## src/hdl/gnms_pkg.sv

```systemverilog
`timescale 1ns / 1ps
`default_nettype none

package gnms_pkg;

  // size of the kept-box store, one cell per entry
  localparam int unsigned MAX_KEPT = 64;
  localparam int unsigned COUNT_W  = $clog2(MAX_KEPT + 1);
  localparam int unsigned INDEX_W  = 12;
  localparam int unsigned THR_W    = 8;

  // 0.45 * 256 rounded down
  localparam logic [THR_W-1:0] THR_RESET = 8'd115;

  // one box with its precomputed area
  typedef struct packed {
    logic signed [15:0] x;
    logic signed [15:0] y;
    logic [15:0]        w;
    logic [15:0]        h;
    logic [31:0]        area;
  } kbox_t;

  // candidate request travelling down the cell row
  typedef struct packed {
    logic               valid;
    logic [COUNT_W-1:0] remain;
    kbox_t              box;
  } cand_t;

endpackage

`default_nettype wire

```

## src/hdl/gnms_cell.sv

```systemverilog
`timescale 1ns / 1ps
`default_nettype none

module gnms_cell (
  input  wire logic                       clk_i,
  input  wire logic                       rst_ni,
  input  wire logic [gnms_pkg::THR_W-1:0] thr_i,
  input  wire gnms_pkg::cand_t            cand_i,
  output gnms_pkg::cand_t                 cand_o,
  input  wire logic                       drop_i,
  output logic                            drop_o,
  output logic                            rvalid_o,
  input  wire logic                       shift_i,
  input  wire gnms_pkg::kbox_t            kbox_i,
  output gnms_pkg::kbox_t                 kbox_o
);
  import gnms_pkg::*;

  kbox_t kbox_q;
  cand_t cand_q, cand_d;

  logic signed [17:0] c_l, c_r, c_t, c_b;
  logic signed [17:0] k_l, k_r, k_t, k_b;
  logic signed [17:0] ed_l, ed_r, ed_t, ed_b;
  logic [15:0] iw_d, ih_d;
  logic        act_d;

  logic [15:0] iw1_q, ih1_q;
  logic [31:0] carea1_q;
  logic        act1_q, v1_q;

  logic [31:0] inter2_q;
  logic [32:0] sum2_q;
  logic        act2_q, v2_q;

  logic [31:0] inter3_q;
  logic [32:0] uni3_q;
  logic        act3_q, v3_q;

  logic [40:0] lhs, rhs;
  logic        hit;
  logic        drop_q, rv_q;

  // edges of candidate and stored box, widened so right/bottom cannot wrap
  always_comb begin
    c_l = 18'(cand_i.box.x);
    c_t = 18'(cand_i.box.y);
    c_r = c_l + $signed({2'b00, cand_i.box.w});
    c_b = c_t + $signed({2'b00, cand_i.box.h});
    k_l = 18'(kbox_q.x);
    k_t = 18'(kbox_q.y);
    k_r = k_l + $signed({2'b00, kbox_q.w});
    k_b = k_t + $signed({2'b00, kbox_q.h});
    ed_l = (c_l > k_l) ? c_l : k_l;
    ed_t = (c_t > k_t) ? c_t : k_t;
    ed_r = (c_r < k_r) ? c_r : k_r;
    ed_b = (c_b < k_b) ? c_b : k_b;
  end

  // overlap extent, empty overlap gives zero
  always_comb begin
    iw_d  = (ed_r > ed_l) ? 16'(ed_r - ed_l) : '0;
    ih_d  = (ed_b > ed_t) ? 16'(ed_b - ed_t) : '0;
    act_d = cand_i.valid && (cand_i.remain != '0);
  end

  // ratio test without division: inter*256 > thr*union
  always_comb begin
    lhs = {1'b0, inter3_q, 8'h00};
    rhs = 41'(thr_i) * 41'(uni3_q);
    hit = act3_q && (lhs > rhs);
  end

  // candidate for the neighbor, remaining count steps down
  always_comb begin
    cand_d        = cand_i;
    cand_d.remain = (cand_i.remain == '0) ? '0 : cand_i.remain - 1'b1;
  end

  // stored box, shifted in when a new box is kept
  always_ff @(posedge clk_i) begin
    if (shift_i) begin
      kbox_q <= kbox_i;
    end
  end

  // candidate moves one cell per cycle
  always_ff @(posedge clk_i or negedge rst_ni) begin
    if (!rst_ni) begin
      cand_q <= '0;
    end else begin
      cand_q <= cand_d;
    end
  end

  // compare pipeline control
  always_ff @(posedge clk_i or negedge rst_ni) begin
    if (!rst_ni) begin
      act1_q <= 1'b0;
      v1_q   <= 1'b0;
      act2_q <= 1'b0;
      v2_q   <= 1'b0;
      act3_q <= 1'b0;
      v3_q   <= 1'b0;
      drop_q <= 1'b0;
      rv_q   <= 1'b0;
    end else begin
      act1_q <= act_d;
      v1_q   <= cand_i.valid;
      act2_q <= act1_q;
      v2_q   <= v1_q;
      act3_q <= act2_q;
      v3_q   <= v2_q;
      drop_q <= drop_i | hit;
      rv_q   <= v3_q;
    end
  end

  // compare pipeline data
  always_ff @(posedge clk_i) begin
    iw1_q    <= iw_d;
    ih1_q    <= ih_d;
    carea1_q <= cand_i.box.area;
    inter2_q <= iw1_q * ih1_q;
    sum2_q   <= {1'b0, carea1_q} + {1'b0, kbox_q.area};
    inter3_q <= inter2_q;
    uni3_q   <= sum2_q - {1'b0, inter2_q};
  end

  assign cand_o   = cand_q;
  assign kbox_o   = kbox_q;
  assign drop_o   = drop_q;
  assign rvalid_o = rv_q;

endmodule

`default_nettype wire

```

## config.mk

```make
export PLATFORM = sky130hd
export DESIGN_NAME = gnms_cell
export DESIGN_NICKNAME = d
export VERILOG_FILES = /design/src/hdl/gnms_pkg.sv /design/src/hdl/gnms_cell.sv
export SDC_FILE = /design/constraint.sdc
export NUM_CORES = 2
export LEC_CHECK = 0
export BUFFER_PORTS_ARGS = -buffer_cell sky130_fd_sc_hd__buf_2
export CAP_MARGIN = 20
export CORE_MARGIN = 2
export CORE_UTILIZATION = 50
export CTS_CLUSTER_DIAMETER = 150
export DETAILED_ROUTE_END_ITERATION = 8
export PLACE_DENSITY = 0.79
export SLEW_MARGIN = 5
export SYNTH_ARGS = -nofsm -noshare
export SYNTH_HDL_FRONTEND = slang
export SYNTH_SLANG_ARGS = --single-unit
```

## constraint.sdc

```tcl
create_clock -name clk_i -period 10.7 [get_ports clk_i]
set_input_delay 1.07 -clock clk_i [delete_from_list [all_inputs] [get_ports clk_i]]
set_output_delay 1.07 -clock clk_i [all_outputs]
set_load 0.01 [all_outputs]
```

==> results.py <==
metrics = {
    "run_status": {
        "outcome": "complete, but fails checks",
        "violations": "design-rule violations",
    },
    "worst_setup_path": {
        "start_kind": "primary input",
        "critPathBufInv": 3,
        "crit_type": "primary input to flip-flop",
        "end_kind": "flip-flop",
        "crit_required_ps": 11100,
        "arrival_ps": 8100,
        "cp_common_cell": "a21oi_1",
        "crit_slowest_cell": "o211ai_1",
        "slowest_delay_ps": 840,
        "critPathMaxFanout": 17,
        "crit_family": "compound AO/OA/AOI/OAI gates",
    },
    "sta": {
        "hold_viol_final": 0,
        "clock.fmax_mhz": 129.9,
        "tightest_slew_ps": 1043,
        "slew_headroom_pct": 30.15,
        "rsz0062_at_grt": "false",
        "slew_violations": 0,
        "setup_tns_ps": 0,
        "min_period_ps": 7701,
        "hold_slack_ps": 350.9,
        "period_share_pct": 71.97,
        "finalSetupViolCount": 0,
        "final.setup_skew_ps": 24.17,
    },
    "route": {
        "routed_via_density": 5.363,
        "drt_iter0_drc": 1210,
        "ant_nets": 0,
        "drc": 12,
        "post_drt_wl_per_cell_um": 16.91,
        "met3WireLength_um": 6096,
        "top_layer": "met5",
        "vias": 27850,
        "wl_um": 87830,
        "wl_met2_um": 42860,
        "m1WireLength_um": 36180,
        "firstDrtPassIters": 7,
    },
    "floorplan": {
        "dieArea_mm2": 0.07612,
        "initial_utilization_pct": 50.58,
        "core_mm2": 0.07308,
        "pin_count": 414,
        "fp.dieW_um": 275.9,
        "die_h_um": 275.9,
        "fp-row-count": 99,
    },
    "synthesis": {
        "synth_ff_type": "dfxtp_1",
        "synth_edf_count": 96,
        "synth_top_cell_by_area": "fa_1",
        "synth_seq_area_share_pct": 25.82,
        "syn_area_mm2": 0.03696,
        "yosys.area.top_type_share_pct": 21.01,
        "syn_nets": 4838,
        "synth.area.top_cells": "fa_1, ha_1, dfxtp_1",
        "yosysUniqueCellTypes": 83,
        "yosys_warnings": 0,
        "ys_ff_latch": 401,
        "syn_avg_cell_area_um2": 9.711,
        "synthCells": 3806,
        "synth-async-reset-ratio_pct": 27.68,
    },
    "final_layout": {
        "syn_to_final_growth_pct": 12.57,
        "final_cell_mix": "inv_1, ha_1, buf_2",
        "layout_commonest_cell": "inv_1",
        "drive_gt1_share_pct": 12.73,
        "nNetsFinal": 5229,
        "final_cells": 5194,
    },
    "placement": {
        "dp_cells": 5109,
        "place_hpwl_um": 71560,
        "port_buffers": 413,
        "place_congestion": 0.9058,
    },
    "global_route": {
        "antenna_found_initial": 5,
        "grt_overflow": 0,
        "grt_max_degree": 63,
        "grt_use_total_pct": 23.71,
        "grt_pass1_wl_um": 145700,
        "grt_pass1_vias": 29560,
    },
    "clock_tree": {
        "cts-resized-gates": 0,
        "clock-root-buffer": "clkbuf_16",
        "hold_buffers": 0,
        "cts_tree": "built",
        "cts_sinks": 401,
        "insertion_delay_ps": 580,
        "cts_buffers": 45,
        "cts.path.max_buffers": 3,
        "clk_pin_slew_ps": 60,
        "post-cts-setup-buffers": 0,
        "htreeDepth": 2,
    },
    "flow_run": {
        "cap_violations": 0,
    },
    "hold_path": {
        "hold_path_class": "flip-flop to flip-flop",
    },
}
[layer usage]
metal	vias up	GRT usage, %
met5	-	0
met4	2	7.555
met3	156	4.726
met2	882	41.30
met1	13500	29.54
li1	13320	-
[logic make-up after synthesis]
| family | after synthesis | synth area share [%] |
|---|---|---|
| and+or+nand+nor | 1015 | 13.79 |
| adders and majority gates | 820 | 35.64 |
| buffers and inverters | 673 | 6.892 |
| AOI/OAI and AO/OA | 627 | 11.16 |
| DFF | 401 | 25.82 |
| xor gates and xnor gates | 199 | 4.715 |
| muxes | 71 | 1.980 |
[through the flow]
stage / cell area (um2) / worst slack (ps) / utilization (%)
global placement: 39980 / 2398 / 54.70
floorplan: 36960 / 3635 / -
CTS: 41600 / 2954 / 56.93
finish: 41610 / 2999 / 56.93
detailed placement: 39980 / 2352 / 54.70
global route: 41610 / 2330 / 56.93
[final cells by class]
type                            count  area, um2
Sequential cell                   401       9544
Inverter                          599       2248
Multi-Input combinational cell   2732      24870
Antenna cell                        2      5.005
Tap cell                          959       1200
Clock inverter                     21      302.8
Timing Repair Buffer              418       2113
Clock buffer                       62       1324
Fill cell                        6320      31480
[flip-flops by register name, summed over array words and instances, names as in the netlist, 32 cells and up]
name	count
inter2_q	32
sum2_q	33
kbox_o	96
inter3_q	32
carea1_q	32
cand_o	103
uni3_q	33
[synthesized netlist by cell type, types with 30 or more instances]
| cell | count |
|---|---|
| dfxtp_1 | 194 |
| nor2b_1 | 33 |
| a21o_1 | 106 |
| a211oi_1 | 30 |
| nand2_1 | 322 |
| nand2b_1 | 38 |
| mux2i_1 | 57 |
| edfxtp_1 | 96 |
| inv_1 | 599 |
| and2_1 | 281 |
| nand4_1 | 33 |
| fa_1 | 388 |
| o21ai_0 | 98 |
| a21oi_1 | 186 |
| ha_1 | 432 |
| xnor2_1 | 127 |
| xor2_1 | 72 |
| dfrtp_1 | 111 |
| nor3_1 | 39 |
| o21a_1 | 47 |
| nor2_1 | 159 |
| nand3_1 | 35 |
| clkbuf_1 | 65 |
[worst reg2reg max path, delay by kind of cell, from the launching register on]
kind / cells / cell delay (ps)
AO/OA/AOI/OAI: 13 / 3280
XOR/XNOR: 1 / 160
adder cells (fa/ha/maj): 5 / 1610
buffers and inverters: 1 / 60
flip-flops: 1 / 450
multiplexers: 1 / 240
AND/OR/NAND/NOR: 7 / 1510
[worst paths after layout]
check	slack, ps	cells past startpoint	endpoint	startpoint
min	350	0	inter3_q[28]	inter2_q[28]
min reg2reg	350	0	inter3_q[28]	inter2_q[28]
min in group asynchronous	470	1	v2_q	rst_ni
max reg2reg	3240	28	iw1_q[12]	kbox_o[80]
max in group asynchronous	8970	2	cand_o[6]	rst_ni
max	3000	30	iw1_q[12]	cand_i[48]
Power is not shown: default switching activity piles up to over one toggle a cycle in this logic, so the estimate is an artifact.
